**config.mk**
```make
export PLATFORM = sky130hd
export DESIGN_NAME = rce_front_flat
export DESIGN_NICKNAME = d
export VERILOG_FILES = /design/src/hdl/rce_pkg.sv /design/src/hdl/rce_if.sv /design/src/hdl/rce_front.sv /design/src/flat_wrapper.sv
export SDC_FILE = /design/constraint.sdc
export NUM_CORES = 2
export LEC_CHECK = 0
export BUFFER_PORTS_ARGS = -buffer_cell sky130_fd_sc_hd__buf_2
export CAP_MARGIN = 15
export CORE_AREA = 2 2 479 672
export CTS_CLUSTER_SIZE = 25
export DETAILED_ROUTE_END_ITERATION = 6
export DIE_AREA = 0 0 481 674
export HOLD_SLACK_MARGIN = 0.02
export MAX_ROUTING_LAYER = met4
export PLACE_DENSITY = 0.7
export RECOVER_POWER = 25
export SLEW_MARGIN = 20
export SYNTH_ARGS = -nofsm -noshare
export SYNTH_HDL_FRONTEND = slang
export SYNTH_SLANG_ARGS = --single-unit
```
**constraint.sdc**
```tcl
create_clock -name clk -period 3.4 [get_ports clk]
set_clock_uncertainty 0.2 [all_clocks]
set_input_delay 0.51 -clock clk [delete_from_list [all_inputs] [get_ports clk]]
set_output_delay 0.51 -clock clk [all_outputs]
set_load 0.005 [all_outputs]
```
**src/hdl/rce_pkg.sv**
```systemverilog
`default_nettype none

package rce_pkg;

    localparam int MAX_CITIES  = 256;
    localparam int DIST_BITS   = 16;
    localparam int CITY_IDX_W  = (MAX_CITIES > 1) ? $clog2(MAX_CITIES) : 1;
    localparam int DIST_ADDR_W = 2 * CITY_IDX_W;
    localparam int CITY_W      = 9;
    localparam int VALUE_W     = 16;
    localparam int LOAD_W      = 18;
    localparam int COST_W      = 32;
    localparam int CFG_INDEX_W = 1;
    localparam int CFG_DATA_W  = 16;

    typedef enum logic [1:0] {
        OP_DIST   = 2'd0,
        OP_DEMAND = 2'd1,
        OP_GENE   = 2'd2,
        OP_NONE   = 2'd3
    } opcode_t;

    localparam logic [CFG_INDEX_W-1:0] CFG_DEPOT    = 1'd0;
    localparam logic [CFG_INDEX_W-1:0] CFG_CAPACITY = 1'd1;

    typedef logic [CITY_IDX_W-1:0] city_idx_t;

    // Zero-based table index of a one-based city; zero acts as the first city
    // and anything past the table acts as the last one.
    function automatic city_idx_t city_index(input logic [CITY_W-1:0] c);
        logic [31:0] t;
        logic [31:0] r;
        t = 32'(c);
        if (t == 32'd0)
            t = 32'd1;
        else if (t > 32'(MAX_CITIES))
            t = 32'(MAX_CITIES);
        r = t - 32'd1;
        return r[CITY_IDX_W-1:0];
    endfunction

    function automatic logic city_in_range(input logic [CITY_W-1:0] c);
        return (c != '0) && (32'(c) <= 32'(MAX_CITIES));
    endfunction

    typedef struct packed {
        opcode_t            op;
        city_idx_t          a_idx;
        city_idx_t          b_idx;
        logic               a_ok;
        logic               b_ok;
        logic               is_depot;
        logic [VALUE_W-1:0] value;
        logic               last;
    } item_t;

    typedef struct packed {
        logic valid;
        logic use1;
        logic reset_sum;
        logic emit;
    } acc_t;

endpackage

`default_nettype wire

```
**src/hdl/rce_if.sv**
```systemverilog
`default_nettype none

interface rce_in_if;
    import rce_pkg::*;

    logic               valid;
    logic               ready;
    logic [1:0]         opcode;
    logic [CITY_W-1:0]  city_a;
    logic [CITY_W-1:0]  city_b;
    logic [VALUE_W-1:0] load_value;
    logic               last_gene;

    modport source (output valid, opcode, city_a, city_b, load_value, last_gene,
                    input ready);
    modport sink (input valid, opcode, city_a, city_b, load_value, last_gene,
                  output ready);
endinterface


`default_nettype wire

```
**src/hdl/rce_front.sv**
```systemverilog
`default_nettype none

module rce_front
    import rce_pkg::*;
(
    input  wire logic         clk,
    input  wire logic         rst_n,
    rce_in_if.sink            item,
    input  wire logic         consume,
    output item_t             s1,
    output logic              s1_valid,
    output logic [VALUE_W-1:0] demand
);

    logic               s1_valid_reg;
    item_t              s1_reg;
    item_t              in_item;
    logic [VALUE_W-1:0] demand_reg;
    logic [VALUE_W-1:0] dem_mem [0:MAX_CITIES-1];
    logic               accept;

    assign item.ready = !s1_valid_reg || consume;
    assign accept     = item.valid && item.ready;

    always_comb
    begin
        in_item.op       = opcode_t'(item.opcode);
        in_item.a_idx    = city_index(item.city_a);
        in_item.b_idx    = city_index(item.city_b);
        in_item.a_ok     = city_in_range(item.city_a);
        in_item.b_ok     = city_in_range(item.city_b);
        in_item.is_depot = (item.city_a == '0);
        in_item.value    = item.load_value;
        in_item.last     = item.last_gene;
    end

    always_ff @(posedge clk or negedge rst_n)
    begin
        if (!rst_n)
        begin
            s1_valid_reg <= 1'b0;
        end
        else if (accept)
        begin
            s1_valid_reg <= 1'b1;
        end
        else if (consume)
        begin
            s1_valid_reg <= 1'b0;
        end
    end

    // Demands are written as the request arrives, so a gene taken later
    // always sees them; the gene's own demand read happens on its arrival.
    always_ff @(posedge clk)
    begin
        if (accept)
        begin
            s1_reg <= in_item;
            if (in_item.op == OP_DEMAND && in_item.a_ok)
            begin
                dem_mem[in_item.a_idx] <= in_item.value;
            end
            if (in_item.op == OP_GENE)
            begin
                demand_reg <= dem_mem[in_item.a_idx];
            end
        end
    end

    assign s1       = s1_reg;
    assign s1_valid = s1_valid_reg;
    assign demand   = demand_reg;

endmodule

`default_nettype wire

```
**src/flat_wrapper.sv**
```systemverilog
// flat-port wrapper written by rule: the top's interface ports become plain ports
module rce_front_flat import rce_pkg::*;
  (clk, rst_n, consume, s1, s1_valid, demand, item_valid, item_opcode, item_city_a, item_city_b, item_load_value, item_last_gene, item_ready);
  rce_in_if item_i ();
  input  wire logic clk;
  input  wire logic rst_n;
  input  wire logic consume;
  output item_t s1;
  output logic s1_valid;
  output logic [VALUE_W-1:0] demand;
  input wire logic [$bits(item_i.valid)-1:0] item_valid;
  input wire logic [$bits(item_i.opcode)-1:0] item_opcode;
  input wire logic [$bits(item_i.city_a)-1:0] item_city_a;
  input wire logic [$bits(item_i.city_b)-1:0] item_city_b;
  input wire logic [$bits(item_i.load_value)-1:0] item_load_value;
  input wire logic [$bits(item_i.last_gene)-1:0] item_last_gene;
  output wire logic [$bits(item_i.ready)-1:0] item_ready;
  assign item_i.valid = item_valid;
  assign item_i.opcode = item_opcode;
  assign item_i.city_a = item_city_a;
  assign item_i.city_b = item_city_b;
  assign item_i.load_value = item_load_value;
  assign item_i.last_gene = item_last_gene;
  assign item_ready = item_i.ready;
  rce_front u_core (.clk(clk), .rst_n(rst_n), .item(item_i), .consume(consume), .s1(s1), .s1_valid(s1_valid), .demand(demand));
endmodule
```
# Yosys cells after proc, flatten, opt, wreduce, memory -nomap -nowiden
# Memory sizes are Yosys's and may differ from the RTL's. A register that Yosys moved wholly into a read port is not among the register bits.
# Cells that the tools add are included.
dict set report word_totals {
  out_inout_bits 56
  ramBits 4096
  ff_bits 39
  n_memories 1
  in_bits 41
}
# name words width rd rd_clocked_by_memory_dff write_ports line
set memory_table {}
lappend memory_table {u_core.dem_mem 256 16 1 1 1 rce_front.sv:19} ;# logic [VALUE_W-1:0] dem_mem [0:MAX_CITIES-1];
dict set report classes {
  mux 9
  add_sub_neg 2
  n_eq_ne 2
  n_reduce_logical 12
  order_cmp 4
}
# cell n
set ops {}
lappend ops {{8-bit 2-to-1 mux} 4}
lappend ops {{9-bit > comparator (second input constant)} 2}
lappend ops {{9-bit less-or-equal comparator (second input constant)} 2}
lappend ops {{9-bit logical NOT} 2}
lappend ops {{9-bit nonzero test} 2}
lappend ops {{8-bit by 1-bit subtractor with 8-bit output (second input constant)} 2}
lappend ops {{1-bit 2-to-1 mux} 5}
lappend ops {{1-bit logical AND} 4}
lappend ops {{2-bit by 1-bit == test with 1-bit output (second input constant)} 1}
lappend ops {{2-bit == test (second input constant)} 1}
lappend ops {{2-bit AND reduction} 1}
lappend ops {{2-bit nonzero test} 1}
lappend ops {{1-bit logical NOT} 1}
lappend ops {{1-bit logical OR} 1}

# Longest topological paths before layout
dict set report logic_depth {
  ltp_word 6
  mapped_depth 20
  mapped_depth_nobuf 16
}

# Worst setup path after synthesis
# Ideal clock, no wire load.
dict set report synth_timing {
  path_kind {input to register}
  start {in item_city_a[0]}
  end {mem u_core.dem_mem[144][0], enable pin}
  stages 16
  slack_ns -1.459
  t_arrival_ns 4.271
  path_buffers 4
  cell_sequence {or2_2 > nor3_1 > nand3_1 > ha_1 > nor2_1 > nand2_1 > ha_1 > buf_2 > xnor2_4 > inv_1 > nor3_2 > buf_2 > buf_2 > nand3_1 > clkbuf_1 > nor2_1}
}
dict set report synth_between {
  elab_chain_cells 6
}
# element line
set synth_rtl {}
lappend synth_rtl {{start: declaration} flat_wrapper.sv:13} ;# input wire logic [$bits(item_i.city_a)-1:0] item_city_a;
lappend synth_rtl {{parallel branches: the longest is 6 deep, another holds 9-bit > comparator} --}
lappend synth_rtl {{end: declaration} rce_front.sv:19}
# Several ways; the timed one is not identified.

# Worst setup path in the final report
dict set report layout_timing {
  start {in item_city_a[0]}
  end {reg u_core.demand_reg[15], in the netlist u_core.demand[15], read port of u_core.dem_mem (data pin)}
}
dict set report layout_between {
  elab_chain_cells 4
}
# element line
set layout_rtl {}
lappend layout_rtl {{9-bit > comparator} rce_pkg.sv:36} ;# else if (t > 32'(MAX_CITIES))
lappend layout_rtl {{8-bit 2-to-1 mux} rce_pkg.sv:36}
lappend layout_rtl {{8-bit 2-to-1 mux *} rce_pkg.sv:34} ;# if (t == 32'd0)
lappend layout_rtl {{8-bit by 1-bit subtractor with 8-bit output *} rce_pkg.sv:38} ;# r = t - 32'd1;
lappend layout_rtl {{end: declaration} rce_front.sv:18} ;# logic [VALUE_W-1:0] demand_reg;
# Mark *: on every way between the ends. The rest lies on a longest branch, timed or not.
# A chain may end at the register's enable or synchronous reset.

==> flow_summary.yaml <==
clock_network:
  insertion_delay_ns: 0.93
  cts_max_level: 5
  ctsLongestPathBuffers: 4
  cts_sinks: 4151
  cts_tree: "done"
  cts_buffers: 372
  path_clk_slew_ns: 0.07
  cts_root_buf: "clkbuf_16"
sta:
  tightest_slew_ns: 3.16
  fmax_mhz: 253
  period_share_pct: 116
  timing.hold.ws_ns: 0.139
  setup_viol: 450
  relSlewSlack_pct: -111
  fin_tns_setup_ns: -36.06
  hold_viol: 0
  rsz0062_at_grt: "true"
  drv_slew: 1160
  min_period_ns: 3.95
  setup_slack_ns: -0.549
drt:
  drtIter0Drc: 11900
  drc: 0
  drt.antenna.violating_nets: 0
  wl_per_cell_um: 34.0
  drt-total-wl_mm: 440
  num_vias: 82400
  routed_via_density: 6.37
  drt_pass1_iterations: 6
placed_design:
  gp_congestion: 0.919
  io_buffers: 96
  hpwl_mm: 262
  dp_cells: 12000
yosys:
  syn-num-nets: 7211
  ys_seq_area_share_pct: 78.7
  syn_area_per_cell_um2: 22.1
  synth-main-ff-cell: "edfxtp_1"
  async_reset_ff_share_pct: 0.0241
  synth_edf_count: 4150
  mappedNetlistArea_um2: 158000
  ys_ff_latch: 4151
  yosys.cell_types.count: 61
  yosys_warnings: 0
  syn_inst: 7161
grt:
  antenna_found_initial: 22
  grt_pass1_vias: 81800
  overflow: 0
  grt_max_degree: 142
  grt_usage_pct: 27.4
  grt_pass1_wl_mm: 613
die:
  die_width_um: 481
  die_y_um: 674
  initial_core_util_pct: 49.7
  io_pins: 97
  die_area_um2: 324000
  num_rows: 246
  core_region_area_um2: 319000
worst_setup_path:
  critPathLaunch: "item_city_a[0]"
  path_class: "in2reg"
  required_ns: 3.88
  rr_worst_depth: 7
  critPathCaptureType: "register"
  r2r-end: "u_core.demand[15]"
  r2r_slack_ns: 0.29
  regToRegStartpoint: "u_core.dem_mem[89][15]"
  critPathArrivalTime_ns: 4.43
  crit_fanout: 7
  start_kind: "primary input"
run_status:
  violations: "max-capacitance violations, max-slew violations, negative setup slack"
  outcome: "finished, violations left"
hold_path:
  hp-start: "item_last_gene"
  hold_path_end: "u_core.s1[0]"
  min_path_cells: 2
  hp-class: "in2reg"
run:
  cap_violations: 16
cells_and_area:
  fill_cells: 21400
  fin_nets: 8427
  largest_register_ffs: 4096
  area_growth_pct: 21.6
  drive_above_1_share_pct: 37.0
  layout.cells.non_filler: 12900
pwr:
  p_per_area_nw_per_um2: 569
  peakVddDrop_mv: 0.445
  p_leak_nw: 60.9
  power_mw: 110
==> per-layer routing <==
| layer | share of wire, % | track usage (%) | vias up | wire length (µm) |
|---|---|---|---|---|
| met1 | 36 | 36.2 | 43800 | 157000 |
| met2 | 50 | 43.9 | 5198 | 219000 |
| met3 | 9.8 | 4.01 | 777 | 43000 |
| li1 | - | - | 32700 | - |
| met5 | 0 | - | - | 0 |
| met4 | 4.7 | 9.94 | 0 | 20700 |
==> logic make-up after synthesis <==
| logic type | synth area share, % |
|---|---|
| xor+xnor | 0.0284 |
| mux | 15.3 |
| fa+ha+maj | 0.0711 |
| compound gates | 2.46 |
| simple gates | 2.33 |
| buf+inv | 1.13 |
| flops | 78.7 |
==> area by class of cell <==
class	count	area, µm²	area share (%)
antenna	57	143	0.0740
clock buffer	437	9700	5.04
clock inverter	235	2730	1.42
inverter	17	96.3	0.0500
multi-input combinational	2592	34300	17.8
sequential	4151	125000	64.7
tap	4216	5280	2.74
timing repair buffer	1243	15800	8.21
==> synth_stat cells (all sizes together), types with 3 or more instances <==
cell type     n  area (µm²)
a22o          4        35.0
nand2b        3        18.8
a2111oi      15         131
a211oi       46         345
ha            9         113
edfxtp     4150      125000
inv          15        56.3
o211ai       19         143
mux2i         4        40.0
nor3         43         236
nand4         3        18.8
a21oi       270        1360
nor2b         3        18.8
and4         15         131
nand3        38         190
clkbuf      231         867
nor4         19         125
buf         170         866
mux4       1074       24200
nor2        285        1080
o21ai         9        45.0
a22oi       219        1640
nand2       477        1790
==> placed cells by master, fill, tap and decap left out, types with 9 or more instances in the layout <==
cell type,Yosys,final
o211ai_1,19,19
clkbuf_16,0,400
buf_12,0,366
buf_8,0,12
a21oi_2,2,30
clkinv_4,0,11
edfxtp_1,4150,4150
buf_2,128,80
a22oi_1,219,184
nand2_1,477,453
diode_2,0,57
nand3_2,0,17
nor2_4,1,93
clkinv_2,0,61
buf_4,16,544
buf_16,0,53
nor4_1,18,11
nor2_2,3,88
a22oi_2,0,35
buf_6,1,70
a211oi_2,0,20
dlygate4sd3_1,0,44
bufinv_16,0,55
clkinvlp_4,0,22
nor2_1,281,104
clkbuf_4,0,9
nand3_1,38,11
clkbuf_1,231,68
nand2_2,0,16
clkinv_1,2,69
nor3_2,2,13
a2111oi_4,0,15
a211oi_1,46,24
nor3_1,40,26
clkbuf_2,0,20
mux4_2,1074,1074
bufbuf_16,0,12
a21oi_1,268,237
nand3_4,0,10
and4_1,15,15
==> stage by stage <==
| stage | util [%] | area [µm²] | setup slack [ns] |
|---|---|---|---|
| floorplan | - | 159000 | -1.09 |
| global placement | 55.0 | 175000 | -2.48 |
| detailed placement | 55.0 | 175000 | -2.50 |
| CTS | 59.9 | 191000 | -0.456 |
| global route | 60.4 | 193000 | -0.543 |
| finish | 60.4 | 193000 | -0.549 |
==> power by group <==
group | switching, mW | internal [mW]
clock | 18.6 | 24.7
combinational | 5.87 | 4.02
sequential | 0.0410 | 56.4
total | 24.6 | 85.1
==> worst max-delay path by stage <==
| stage | endpoint | slack [ns] | cells after the start |
|---|---|---|---|
| final | u_core.demand[15] | -0.55 | 18 |
| after global routing | u_core.demand[15] | -0.54 | 18 |
| after CTS | u_core.demand[2] | -0.46 | 19 |
| after detailed placement | u_core.demand[2] | -2.50 | 22 |
| after global placement | u_core.demand[2] | -2.48 | 22 |
| after floorplan | u_core.dem_mem[22][0] | -1.09 | 18 |
==> timing repair <==
item,in CTS,in global routing
endpoints found under the setup margin,4112,3522
pin swaps,27,39
endpoints found under the hold margin,810,0
setup buffers,49,57
hold buffers,44,0
gates cloned,29,23
gates resized for setup,289,244
==> critical path, stage by stage <==
cell and delay (ns):
buf_6 0.09, or2_4 0.25, nor3_4 0.14, nand3_4 0.16, ha_4 0.24, nor2_4 0.14, nand2_4 0.08, ha_4 0.28
inv_12 0.12, buf_16 0.17, buf_16 0.14, mux4_2 0.34, mux4_2 0.56, a2111oi_4 0.41, buf_4 0.21, o211ai_1 0.11
buf_4 0.22, and4_1 0.20
No activity file was read; power rests on OpenSTA's default activity.
