**config.mk**
```make
export PLATFORM = sky130hd
export DESIGN_NAME = rce_accum_flat
export DESIGN_NICKNAME = d
export VERILOG_FILES = /design/src/hdl/rce_pkg.sv /design/src/hdl/rce_if.sv /design/src/hdl/rce_accum.sv /design/src/flat_wrapper.sv
export SDC_FILE = /design/constraint.sdc
export NUM_CORES = 1
export LEC_CHECK = 0
export ABC_CLOCK_PERIOD_IN_PS = 6300
export CORE_MARGIN = 2
export CORE_UTILIZATION = 35
export CTS_CLUSTER_SIZE = 40
export DETAILED_ROUTE_END_ITERATION = 8
export DONT_BUFFER_PORTS = 1
export PLACE_DENSITY = 0.56
export SLEW_MARGIN = 15
export SYNTH_ARGS = -nofsm -noshare
export SYNTH_HDL_FRONTEND = slang
export SYNTH_SLANG_ARGS = --single-unit
```
**constraint.sdc**
```tcl
create_clock -name clk -period 6.3 [get_ports clk]
set_clock_uncertainty 0.15 [all_clocks]
set_input_delay 0.945 -clock clk [delete_from_list [all_inputs] [get_ports clk]]
set_output_delay 0.945 -clock clk [all_outputs]
set_load 0.005 [all_outputs]
```
**src/hdl/rce_pkg.sv**
```systemverilog
`default_nettype none

package rce_pkg;

    localparam int MAX_CITIES  = 256;
    localparam int DIST_BITS   = 16;
    localparam int CITY_IDX_W  = (MAX_CITIES > 1) ? $clog2(MAX_CITIES) : 1;
    localparam int DIST_ADDR_W = 2 * CITY_IDX_W;
    localparam int CITY_W      = 9;
    localparam int VALUE_W     = 16;
    localparam int LOAD_W      = 18;
    localparam int COST_W      = 32;
    localparam int CFG_INDEX_W = 1;
    localparam int CFG_DATA_W  = 16;

    typedef enum logic [1:0] {
        OP_DIST   = 2'd0,
        OP_DEMAND = 2'd1,
        OP_GENE   = 2'd2,
        OP_NONE   = 2'd3
    } opcode_t;

    localparam logic [CFG_INDEX_W-1:0] CFG_DEPOT    = 1'd0;
    localparam logic [CFG_INDEX_W-1:0] CFG_CAPACITY = 1'd1;

    typedef logic [CITY_IDX_W-1:0] city_idx_t;

    // Zero-based table index of a one-based city; zero acts as the first city
    // and anything past the table acts as the last one.
    function automatic city_idx_t city_index(input logic [CITY_W-1:0] c);
        logic [31:0] t;
        logic [31:0] r;
        t = 32'(c);
        if (t == 32'd0)
            t = 32'd1;
        else if (t > 32'(MAX_CITIES))
            t = 32'(MAX_CITIES);
        r = t - 32'd1;
        return r[CITY_IDX_W-1:0];
    endfunction

    function automatic logic city_in_range(input logic [CITY_W-1:0] c);
        return (c != '0) && (32'(c) <= 32'(MAX_CITIES));
    endfunction

    typedef struct packed {
        opcode_t            op;
        city_idx_t          a_idx;
        city_idx_t          b_idx;
        logic               a_ok;
        logic               b_ok;
        logic               is_depot;
        logic [VALUE_W-1:0] value;
        logic               last;
    } item_t;

    typedef struct packed {
        logic valid;
        logic use1;
        logic reset_sum;
        logic emit;
    } acc_t;

endpackage

`default_nettype wire

```
**src/hdl/rce_if.sv**
```systemverilog
`default_nettype none


interface rce_out_if;
    import rce_pkg::*;

    logic              valid;
    logic              ready;
    logic [COST_W-1:0] total_cost;

    modport source (output valid, total_cost, input ready);
    modport sink (input valid, total_cost, output ready);
endinterface

`default_nettype wire

```
**src/hdl/rce_accum.sv**
```systemverilog
`default_nettype none

module rce_accum
    import rce_pkg::*;
(
    input  wire logic                 clk,
    input  wire logic                 rst_n,
    input  wire acc_t                 acc,
    input  wire logic [DIST_BITS-1:0] rd0,
    input  wire logic [DIST_BITS-1:0] rd1,
    output logic                      emit_ok,
    rce_out_if.source                 result
);

    logic [COST_W-1:0]  cost_reg;
    logic               out_valid_reg;
    logic [COST_W-1:0]  out_cost_reg;
    logic [DIST_BITS:0] step_sum;
    logic [COST_W-1:0]  base;
    logic [COST_W:0]    total;
    logic [COST_W-1:0]  sat;

    // Both legs of a detour are added at once; with non-negative terms this
    // saturates exactly like two separate saturating adds.
    assign step_sum = {1'b0, rd0} + (acc.use1 ? {1'b0, rd1} : '0);
    assign base     = acc.reset_sum ? '0 : cost_reg;
    assign total    = {1'b0, base} + (COST_W + 1)'(step_sum);
    assign sat      = total[COST_W] ? '1 : total[COST_W-1:0];

    // A final read may only go out when the result register will be free
    // by the time its data comes back.
    assign emit_ok = !(acc.valid && acc.emit) && (!out_valid_reg || result.ready);

    always_ff @(posedge clk or negedge rst_n)
    begin
        if (!rst_n)
        begin
            cost_reg      <= '0;
            out_valid_reg <= 1'b0;
        end
        else
        begin
            if (acc.valid)
            begin
                cost_reg <= sat;
            end
            if (acc.valid && acc.emit)
            begin
                out_valid_reg <= 1'b1;
            end
            else if (result.ready)
            begin
                out_valid_reg <= 1'b0;
            end
        end
    end

    always_ff @(posedge clk)
    begin
        if (acc.valid && acc.emit)
        begin
            out_cost_reg <= sat;
        end
    end

    assign result.valid      = out_valid_reg;
    assign result.total_cost = out_cost_reg;

endmodule

`default_nettype wire

```
**src/flat_wrapper.sv**
```systemverilog
// flat-port wrapper written by rule: the top's interface ports become plain ports
module rce_accum_flat import rce_pkg::*;
  (clk, rst_n, acc, rd0, rd1, emit_ok, result_valid, result_total_cost, result_ready);
  rce_out_if result_i ();
  input  wire logic clk;
  input  wire logic rst_n;
  input  wire acc_t acc;
  input  wire logic [DIST_BITS-1:0] rd0;
  input  wire logic [DIST_BITS-1:0] rd1;
  output logic emit_ok;
  output wire logic [$bits(result_i.valid)-1:0] result_valid;
  output wire logic [$bits(result_i.total_cost)-1:0] result_total_cost;
  input wire logic [$bits(result_i.ready)-1:0] result_ready;
  assign result_valid = result_i.valid;
  assign result_total_cost = result_i.total_cost;
  assign result_i.ready = result_ready;
  rce_accum u_core (.clk(clk), .rst_n(rst_n), .acc(acc), .rd0(rd0), .rd1(rd1), .emit_ok(emit_ok), .result(result_i));
endmodule
```
# --- Yosys cells after proc, flatten, opt, wreduce, memory -nomap -nowiden ---
# Index checks and enable logic that the tools add are counted.
op_classes:
  add_sub_neg: 2
  mux: 5
  n_reduce_logical: 6
op_table:
  columns: ["op", "n"]
  rows:
  - ["$mux 32", 2]
  - ["$add 32x17->33", 1]
  - ["$add 16x17->17", 1]
  - ["$mux 16", 1]
  - ["$logic_and 1x1->1", 2]
  - ["$logic_not 1->1", 2]
  - ["$mux 1", 2]
  - ["$reduce_bool 2->1", 1]
  - ["$logic_or 1x1->1", 1]
word_totals:
  register_bits: 65
  inputBits: 39
  out_inout_bits: 34
  wordCells: 16

# --- Depth between registers and ports, before layout ---
# Gate-level depths: netlist of the first run.
logic_depth:
  word_depth: 4
  ltp_mapped: 23
  depth_no_buf: 19

# --- Worst setup path after synthesis of the first run ---
# OpenSTA, ideal clock, no wires.
synth_timing:
  path_type: "input -> register"
  start: "input acc[2] (netlist name)"
  end: "register u_core.out_cost_reg[25] (netlist: u_core.result.total_cost[25]), data pin"
  setup_ps: 272
  arrival_ps: 4728
  required_time_ps: 5878
  slack_ps: 1150
  stages: 19
  n_path_buf: 2
  path_cell_list: "clkbuf_1 and2_1 ha_1 inv_1 fa_1 nor2b_1 o21ai_0 a21oi_1 and3b_1 o21ai_0 o31ai_1 xnor2_1 ha_1 clkbuf_1 a21o_1 a221o_1 a31oi_4 a211oi_4 or4_1"
synth_between:
  elab_chain_len: 4
synth_lines:
  columns: ["item", "line", "rtl"]
  rows:
  - ["from (decl)", "flat_wrapper.sv:7", "input wire acc_t acc;"]
  - ["$mux 16", "rce_accum.sv:25", "assign step_sum = {1'b0, rd0} + (acc.use1 ? {1'b0, rd1} : '0);"]
  - ["$add 16x17->17", "rce_accum.sv:25", null]
  - ["$add 32x17->33", "rce_accum.sv:27", "assign total = {1'b0, base} + (COST_W + 1)'(step_sum);"]
  - ["$mux 32", "rce_accum.sv:28", "assign sat = total[COST_W] ? '1 : total[COST_W-1:0];"]
  - ["via u_core.sat[25]", "rce_accum.sv:21", "logic [COST_W-1:0] sat;"]
  - ["to (signal assigned)", "rce_accum.sv:62", "out_cost_reg <= sat;"]
  - ["to (decl)", "rce_accum.sv:17", "logic [COST_W-1:0] out_cost_reg;"]
# The timed path passes the listed nets, and every way through them passes these cells.
# A chain may end at the register's enable or synchronous reset.

# --- Worst setup path in the final report of the first run ---
layout_timing:
  start: "input rd1[1]"
  end: "register u_core.out_cost_reg[17] (netlist: u_core.result.total_cost[17]), data pin"
layout_between:
  elab_chain_len: 4
layout_lines:
  columns: ["item", "line", "rtl"]
  rows:
  - ["from (decl)", "flat_wrapper.sv:9", "input wire logic [DIST_BITS-1:0] rd1;"]
  - ["$mux 16", "rce_accum.sv:25", null]
  - ["$add 16x17->17", "rce_accum.sv:25", null]
  - ["$add 32x17->33", "rce_accum.sv:27", null]
  - ["$mux 32", "rce_accum.sv:28", null]
  - ["via u_core.sat[17]", "rce_accum.sv:21", null]
# The timed path passes the listed nets, and every way through them passes these cells.

==> impl_metrics.py, run 1 <==
metrics = {
    "synth": {
        "synth_edf_count": 32,
        "synth.most_common_cell": "nand2_1",
        "ys_warn_count": 0,
        "netlist_area_um2": 4830,
        "synth_cells": 533,
        "synthTopCellsByCount": "nand2_1, nor2_1, a21oi_1, dfrtp_1, ha_1",
        "syn_avg_cell_area_um2": 9.07,
        "synth_largest_area_cell": "edfxtp_1",
        "synth.distinct_cells": 65,
        "async_flop_share_pct": 50.8,
        "ys.flop_type": "dfrtp_1",
        "synth_top_area_share_pct": 19.9,
        "synth_area_leaders": "edfxtp_1, dfrtp_1, ha_1, nand2_1, a21oi_1",
        "seq_area_frac_synth_pct": 37.0,
        "synth_fp_nets": 607,
        "ys_ff_latch": 65,
    },
    "power": {
        "power.density_nw_per_um2": 344,
        "ir_drop_uv": 149,
        "leakagePower_uw": 0.00222,
    },
    "die": {
        "coreArea_um2": 13300,
        "chipHeight_um": 122,
        "die_width_um": 122,
        "initial_utilization_pct": 36.2,
        "dieArea_um2": 14800,
        "rows": 42,
        "io-pin-count": 73,
    },
    "cts": {
        "cts.repair.resized": 0,
        "cts_buffers": 9,
        "post-cts-setup-buffers": 0,
        "cts.sinks": 65,
        "clk_pin_slew_ns": 0.06,
        "clkLatencyLatePin_ns": 0.33,
        "clockRootBuffer": "clkbuf_16",
        "h-tree-depth": 3,
        "clockBufferDepth": 2,
        "cts_hold_buffers": 0,
        "tritoncts": "done",
    },
    "critical_path": {
        "arrival_ns": 5.08,
        "path_class": "primary input to flip-flop",
        "startpoint_type": "primary input",
        "crit_required_ns": 6.21,
        "max_stage_delay_ns": 0.40,
        "end_kind": "flip-flop",
        "crit_fanout": 38,
        "crit_chain": "nand2_1 -> inv_1 -> ha_1 -> a211oi_1 -> o21ai_0 -> a21oi_1 -> nand2_1 -> a21boi_0 -> nand2b_1 -> xor2_1 -> ha_1 -> a21o_1 -> a21o_1 -> a221o_1 -> a31oi_4 -> a21oi_2 -> nand4_1 -> buf_4 -> nand2_1",
        "slowest_stage": "ha_1",
        "path_common_cell": "nand2_1",
        "r2r_slack_ns": 2.71,
    },
    "detailed_routing": {
        "drt_first_pass_iters": 4,
        "totalWireLength_mm": 11.6,
        "drtIter0Drc": 250,
        "avgRoutedWirePerCell_um": 16.5,
        "vias": 3886,
        "drc": 0,
        "ant_nets": 0,
        "viasPerCell": 5.53,
    },
    "global_route": {
        "gr-total-overflow": 0,
        "grt_pass1_wl_mm": 19.1,
        "grtUsageMet3_pct": 3.71,
        "first_global_vias": 3793,
        "gr-max-usage-layer": "met2",
        "use_met2_pct": 26.2,
        "grt_usage_pct": 16.4,
        "antenna_found_initial": 0,
        "met1_usage_pct": 22.2,
        "grt_max_degree": 49,
    },
    "job": {
        "maxCapViolCount": 0,
    },
    "final_layout": {
        "antenna_cells": 0,
        "layout-drive-gt1-share_pct": 6.26,
        "area_delta_synth_final_pct": 8.88,
        "fillCellCount": 1378,
        "fin_nets": 596,
    },
    "timing": {
        "period_needed_ns": 5.17,
        "hold_viol_final": 0,
        "finalCritPeriodShare_pct": 82.1,
        "grt_setup_unrepaired": "no",
        "slew_headroom_pct": 51.2,
        "slew_viol_final": 0,
        "worst_pin_slew_ns": 0.724,
        "layout_setup_ws_ns": 1.13,
        "fin_setup_tns_ns": 0,
        "whs_ns": 0.158,
        "fmax_ghz": 0.193,
        "setup_violations": 0,
    },
    "hold_path": {
        "min_path_type": "primary input to async pin",
    },
    "placement": {
        "pre_cts_ws_ns": 0.817,
        "gp_congestion": 0.844,
        "io_buffers": 0,
        "dpl.hpwl_mm": 8.22,
    },
    "run_status": {
        "run_status": "completed",
    },
}
## cells by family after synthesis
| kind of cell | Yosys count | share of synthesized area (%) |
|---|---|---|
| AND/OR/NAND/NOR | 200 | 20.9 |
| AO/OA/AOI/OAI | 151 | 21.6 |
| flip-flops | 65 | 37.0 |
| buffers and inverters | 44 | 3.88 |
| adder cells (fa/ha/maj) | 35 | 9.37 |
| XOR/XNOR | 28 | 5.07 |
| multiplexers | 10 | 2.12 |
## final timing paths
| kind | end | startpoint | cells past startpoint |
|---|---|---|---|
| max | u_core.result.total_cost[17]$_DFFE_PP_ | rd1[1] | 19 |
| min | u_core.cost_reg[27]$_DFFE_PN0P_ | rst_n | 0 |
| max reg2reg | u_core.result.total_cost[17]$_DFFE_PP_ | u_core.cost_reg[0]$_DFFE_PN0P_ | 11 |
| min reg2reg | u_core.cost_reg[0]$_DFFE_PN0P_ | u_core.cost_reg[0]$_DFFE_PN0P_ | 1 |
| max in group asynchronous | u_core.cost_reg[1]$_DFFE_PN0P_ | rst_n | 0 |
| min in group clk | u_core.cost_reg[0]$_DFFE_PN0P_ | u_core.cost_reg[0]$_DFFE_PN0P_ | 1 |
## final cells by class
type | instances | area (um2) | share of cell area [%]
inverters | 19 | 71.3 | 1.36
multi-input cells | 424 | 2860 | 54.3
clock buffers | 9 | 225 | 4.28
clock inverters | 7 | 77.6 | 1.47
flip-flops and latches | 65 | 1790 | 34.0
repair buffers | 3 | 22.5 | 0.428
well taps | 176 | 220 | 4.18
## metrics by stage
step | instance area (um2) | utilization [%] | total power [uW] | std cells
6_report | 5260 | 39.4 | 1810 | 703
5_1_grt | 5260 | 39.4 | 1940 | 703
4_1_cts | 5260 | 39.4 | 1820 | 703
3_5_place_dp | 4960 | 37.2 | 1300 | 687
3_3_place_gp | 4960 | 37.2 | 1290 | 687
2_1_floorplan | 4830 | - | 1160 | 533
## routing by layer
metal	vias to the layer above	wire [um]
met4	0	170
met5	-	0
met2	80	5370
li1	1935	-
met3	17	486
met1	1854	5570
## critical path, delay by kind of cell
family	cells	cell delay, ns
fa+ha+maj	2	0.68
compound gates	9	2.31
buf+inv	2	0.41
simple gates	5	0.56
xor+xnor	1	0.16
## placed cells by master (no fill, tap or decap), types with 8 or more instances in the layout
cell type / instances
mux2i_1: 8
nor2b_1: 27
dfrtp_1: 33
and2_1: 18
xor2_1: 11
nand3_1: 10
nor3_1: 8
edfxtp_1: 32
o211ai_1: 9
clkbuf_16: 9
and3_1: 10
ha_1: 33
nor2_1: 38
nand4_1: 9
inv_1: 19
o21ai_0: 15
nand2_1: 60
a21oi_1: 36
xnor2_1: 17
a31oi_1: 24
a21o_1: 19
## power breakdown
group	switching, uW	internal, uW
clock	202	310
combinational	397	280
sequential	50.1	573
Note: power is estimated with default switching activity, not from simulation.
==> run 2: changes to the inputs <==
Settings changed: ABC_CLOCK_PERIOD_IN_PS 6300 to 4300, PLACE_DENSITY 0.56 to 0.58.
Clock period 6.3 ns to 4.3 ns, I/O delays scaled along.
==> impl_metrics.py, run 2 (same netlist as run 1, synthesis figures left out) <==
metrics = {
    "run_status": {
        "run_status": "completed",
    },
    "detailed_routing": {
        "totalWireLength_mm": 12.6,
        "avgRoutedWirePerCell_um": 16.7,
        "vias": 4105,
        "drc": 0,
        "ant_nets": 0,
        "viasPerCell": 5.42,
        "drtIter0Drc": 235,
        "drt_first_pass_iters": 5,
    },
    "power": {
        "ir_drop_uv": 217,
        "leakagePower_uw": 0.00253,
        "swShare_pct": 34.3,
        "combPwrFrac_pct": 41.1,
        "p_int_uw": 1890,
        "switchingPower_uw": 990,
        "power.density_nw_per_um2": 499,
        "power.total_uw": 2880,
        "p_seq_share_pct": 31.8,
        "pwr-share-clk_pct": 27.1,
    },
    "final_layout": {
        "final_util_pct": 43.3,
        "area_delta_synth_final_pct": 19.6,
        "final_common_cell": "nand2_1",
        "layout-drive-gt1-share_pct": 17.6,
        "fin_nets": 650,
        "antenna_cells": 0,
        "final_cell_mix": "nand2_1, buf_4, nor2_1",
        "instances_no_fill": 757,
    },
    "cts": {
        "cts.sinks": 65,
        "clockRootBuffer": "clkbuf_16",
        "clk_pin_slew_ns": 0.05,
        "h-tree-depth": 3,
        "tritoncts": "done",
        "clkLatencyLatePin_ns": 0.33,
        "cts_buffers": 9,
        "clockBufferDepth": 2,
    },
    "placement": {
        "place_inst": 736,
        "gp_congestion": 0.907,
        "io_buffers": 0,
        "dpl.hpwl_mm": 9.04,
    },
    "critical_path": {
        "crit_required_ns": 4.20,
        "slowest_stage": "or4_1",
        "path_delay_family": "compound AO/OA/AOI/OAI gates",
        "max_stage_delay_ns": 0.51,
        "cp_num_buf_inv": 2,
        "arrival_ns": 4.09,
        "crit_fanout": 4,
        "path_class": "primary input to flip-flop",
        "startpoint_type": "primary input",
        "crit_chain": "and2_4 -> ha_4 -> inv_2 -> fa_2 -> nor2b_2 -> o21ai_2 -> a21oi_1 -> and3b_2 -> buf_4 -> xnor2_1 -> ha_1 -> a21o_1 -> a31oi_1 -> o21ai_1 -> a221o_1 -> a22oi_2 -> nor3_1 -> or4_1",
        "end_kind": "flip-flop",
    },
    "timing": {
        "finalCritPeriodShare_pct": 97.4,
        "fmax_ghz": 0.239,
        "slew_viol_final": 0,
        "period_needed_ns": 4.19,
        "worst_pin_slew_ns": 0.639,
        "setup_violations": 0,
        "grt_setup_unrepaired": "yes",
        "whs_ns": 0.258,
        "hold_viol_final": 0,
        "fin_setup_tns_ns": 0,
        "slew_headroom_pct": 57.4,
    },
    "die": {
        "chipHeight_um": 122,
        "initial_utilization_pct": 36.2,
        "rows": 42,
        "die_width_um": 122,
        "coreArea_um2": 13300,
        "io-pin-count": 73,
        "dieArea_um2": 14800,
    },
    "global_route": {
        "grt_usage_pct": 17.4,
        "grt_max_degree": 49,
        "antenna_found_initial": 0,
        "grt_pass1_wl_mm": 20.5,
        "gr-total-overflow": 0,
        "first_global_vias": 4080,
    },
    "hold_path": {
        "min_path_type": "primary input to flip-flop",
    },
    "job": {
        "maxCapViolCount": 0,
    },
}
-- run 2: cell count changes in the layout (fill, tap and decap cells not counted), sizes merged --
cell / before / now
bufinv: 1 / 2
buf: 3 / 56
inv: 21 / 19
clkinv: 3 / 4
dlygate4sd3: 0 / 1
-- run 2: power by group through the flow --
stage	Combinational (uW)	Sequential [uW]	Clock (uW)
2_1_floorplan	822	901	0
3_3_place_gp	1150	922	0
3_5_place_dp	1150	925	0
4_1_cts	1180	918	800
5_1_grt	1320	936	824
6_report	1190	916	782
-- run 2: worst paths after layout --
kind	start	to	slack [ns]	cells after the start
min	acc[3]	u_core.cost_reg[24]$_DFFE_PN0P_	0.26	1
min in group asynchronous	rst_n	u_core.cost_reg[21]$_DFFE_PN0P_	0.63	2
min reg2reg	u_core.cost_reg[1]$_DFFE_PN0P_	u_core.cost_reg[1]$_DFFE_PN0P_	0.36	1
max reg2reg	u_core.cost_reg[0]$_DFFE_PN0P_	u_core.result.total_cost[25]$_DFFE_PP_	1.16	10
max in group asynchronous	rst_n	u_core.cost_reg[25]$_DFFE_PN0P_	3.18	2
max	rd1[0]	u_core.result.total_cost[25]$_DFFE_PP_	0.11	18
-- run 2: layer usage --
| layer | global-route usage [%] | share of wire [%] | wire, um |
|---|---|---|---|
| met1 | 23.5 | 48 | 6060 |
| met2 | 29.2 | 48 | 6010 |
| met3 | 3.10 | 3.7 | 463 |
| met4 | 4.02 | 0.85 | 108 |
| met5 | 0 | 0 | 0 |
-- run 2: cell type report --
class | count | area [um2]
sequential | 65 | 1790
timing repair buffer | 57 | 468
multi-input combinational | 424 | 2930
clock inverter | 7 | 85.1
clock buffer | 9 | 225
inverter | 19 | 71.3
fill | 1305 | 7560
tap | 176 | 220
-- run 2: what timing repair did --
action	CTS	global route
endpoints found under the hold margin	33	0
hold buffers	2	0
setup buffers	0	3
resized for setup	0	8
setup endpoints to repair	0	52
-- run 2: through the flow --
| stage | setup slack (ns) | instance area, um2 |
|---|---|---|
| after detailed placement | -0.245 | 5400 |
| after global placement | -0.159 | 5400 |
| after CTS | 0.0753 | 5740 |
| final | 0.111 | 5780 |
| after global routing | -0.0543 | 5780 |
| after floorplan | -0.158 | 4920 |
==> run 3: changes to the inputs <==
Settings changed: ABC_AREA from default to 1, ABC_CLOCK_PERIOD_IN_PS 4300 to 3600.
Clock period 4.3 ns to 3.6 ns, I/O delays scaled along.
==> impl_metrics.py, run 3 <==
metrics = {
    "critical_path": {
        "path_class": "primary input to flip-flop",
        "startpoint_type": "primary input",
        "crit_required_ns": 3.53,
        "crit_fanout": 4,
        "r2r_slack_ns": 1.02,
        "end_kind": "flip-flop",
        "arrival_ns": 3.24,
    },
    "hold_path": {
        "min_path_type": "primary input to flip-flop",
    },
    "cts": {
        "clk_pin_slew_ns": 0.05,
        "clkLatencyLatePin_ns": 0.33,
        "cts_buffers": 9,
        "clockBufferDepth": 2,
        "clockRootBuffer": "clkbuf_16",
        "h-tree-depth": 3,
        "cts.sinks": 65,
        "tritoncts": "done",
    },
    "placement": {
        "place_area_um2": 5990,
        "io_buffers": 0,
        "pre_cts_ws_ns": -0.209,
        "gp_congestion": 0.934,
        "dpl.hpwl_mm": 11.2,
    },
    "final_layout": {
        "layout-drive-gt1-share_pct": 14.2,
        "final_cell_mix": "nand2_1, inv_1, nor2_1",
        "antenna_cells": 0,
        "area_delta_synth_final_pct": 19.5,
        "fillCellCount": 1587,
        "fin_nets": 936,
        "final_util_pct": 42.5,
        "final_common_cell": "nand2_1",
        "design_area_um2": 6420,
    },
    "synth": {
        "synth_top_family_by_area": "simple AND/OR/NAND/NOR gates",
        "synth.distinct_cells": 39,
        "synth_area_leaders": "nand2_1, edfxtp_1, dfrtp_1, inv_1, ha_1",
        "synth_edf_count": 32,
        "ys_ff_latch": 65,
        "synth_largest_area_cell": "nand2_1",
        "seq_area_frac_synth_pct": 33.3,
        "synth-simple-area-share_pct": 36.4,
        "syn_avg_cell_area_um2": 6.65,
        "synth.most_common_cell": "nand2_1",
        "async_flop_share_pct": 50.8,
        "ys.flop_type": "dfrtp_1",
        "synth_mux_area_share_pct": 0,
        "synth_compound_area_share_pct": 5.68,
        "synth-adder-area-share_pct": 8.43,
        "synthTopCellsByCount": "nand2_1, inv_1, nor2_1, nand3_1",
        "netlist_area_um2": 5370,
        "ys_warn_count": 0,
        "synth_fp_nets": 882,
        "synth_xor_area_share_pct": 4.24,
        "synth_cells": 808,
        "synth_top_area_share_pct": 20.4,
    },
    "timing": {
        "fmax_ghz": 0.302,
        "period_needed_ns": 3.31,
        "slew_viol_final": 0,
        "slew_headroom_pct": 45.0,
        "finalCritPeriodShare_pct": 91.9,
        "grt_setup_unrepaired": "yes",
        "setup_violations": 0,
        "hold_viol_final": 0,
        "layout_setup_ws_ns": 0.290,
        "worst_pin_slew_ns": 0.820,
    },
    "global_route": {
        "gr-total-overflow": 0,
        "grt_max_degree": 39,
        "antenna_found_initial": 0,
        "grt_pass1_wl_mm": 22.7,
        "first_global_vias": 4562,
        "grt_usage_pct": 17.7,
    },
    "die": {
        "dieArea_um2": 16400,
        "initial_utilization_pct": 35.6,
        "die_width_um": 128,
        "rows": 45,
        "coreArea_um2": 15100,
        "chipHeight_um": 128,
        "io-pin-count": 73,
    },
    "detailed_routing": {
        "ant_nets": 0,
        "vias": 4713,
        "drc": 0,
        "avgRoutedWirePerCell_um": 13.0,
        "drtIter0Drc": 306,
        "viasPerCell": 4.47,
        "drt_first_pass_iters": 6,
        "totalWireLength_mm": 13.7,
    },
    "power": {
        "leakagePower_uw": 0.00358,
        "ir_drop_uv": 270,
        "power.density_nw_per_um2": 539,
    },
    "job": {
        "maxCapViolCount": 0,
    },
    "run_status": {
        "run_status": "completed",
    },
}
==> run 3: cell types whose count changed after synthesis, moves of 24 or more <==
cell / change
nand2_1: +232
inv_1: +133
nor2_1: +39
nand3_1: +32
nor2b_1: -27
a31oi_1: -24
==> run 3: final timing paths <==
kind | from | to | depth (start not counted)
hold / removal | acc[3] | u_core.cost_reg[6]$_DFFE_PN0P_ | 1
setup / recovery | rd1[7] | u_core.result.total_cost[30]$_DFFE_PP_ | 17
hold reg to reg | u_core.cost_reg[30]$_DFFE_PN0P_ | u_core.cost_reg[30]$_DFFE_PN0P_ | 2
min in group asynchronous | rst_n | u_core.cost_reg[5]$_DFFE_PN0P_ | 2
setup reg to reg | u_core.cost_reg[0]$_DFFE_PN0P_ | u_core.result.total_cost[14]$_DFFE_PP_ | 14
max in group asynchronous | rst_n | u_core.cost_reg[19]$_DFFE_PN0P_ | 2
==> run 3: area by class of cell <==
type | count | area [um2] | share of cell area (%)
Multi-Input combinational cell | 576 | 3030 | 47.2
Sequential cell | 65 | 1790 | 27.8
Inverter | 155 | 584 | 9.11
Timing Repair Buffer | 55 | 453 | 7.06
Clock buffer | 10 | 239 | 3.72
Tap cell | 188 | 235 | 3.67
Clock inverter | 6 | 91.3 | 1.42
==> run 3: per-stage QoR <==
step	TNS, ns	power [uW]	cells	hold WS (ns)
floorplan	0	2000	808	0.0944
global placement	-1.33	2460	1036	0.0957
detailed placement	-5.14	2460	1036	0.0957
CTS	0	3440	1054	0.128
global route	0	3740	1055	0.126
finish	0	3460	1055	0.139
==> run 3: report_power, final <==
part	switching, uW	internal (uW)	total [uW]
Clock	326	625	951
Sequential	65.1	977	1040
Combinational	888	575	1460
Total	1280	2180	3460
==> run 3: routing by layer <==
| metal | part of all wire (%) | track usage, % | up-vias |
|---|---|---|---|
| li1 | - | - | 2592 |
| met1 | 51 | 24.9 | 2021 |
| met2 | 43 | 28.1 | 89 |
| met3 | 4.5 | 3.17 | 11 |
| met4 | 1.1 | 4.46 | 0 |
| met5 | 0 | 0 | - |
==> run 3: critical path: stages <==
cell and delay, ns:
nand2_1 0.04, inv_1 0.04, ha_1 0.28, a21oi_1 0.19
o21ai_0 0.14, a221oi_1 0.34, nand2_1 0.12, nand2_1 0.08
nand2_1 0.11, ha_4 0.31, buf_4 0.11, nand2_1 0.05
o21ai_0 0.39, buf_4 0.20, nand3_1 0.10, nand3_1 0.12
nand3_2 0.08
==> run 3: cells by family after synthesis <==
logic type      after synthesis
fa+ha+maj                    35
compound gates               57
xor+xnor                     26
simple gates                458
buf+inv                     167
flops                        65
==> run 3: what timing repair did <==
action / CTS / global route
buffers inserted: 0 / 1
resized for setup: 0 / 17
endpoints found under the setup margin: 0 / 57
hold buffers: 2 / 0
endpoints found under the hold margin: 33 / 0
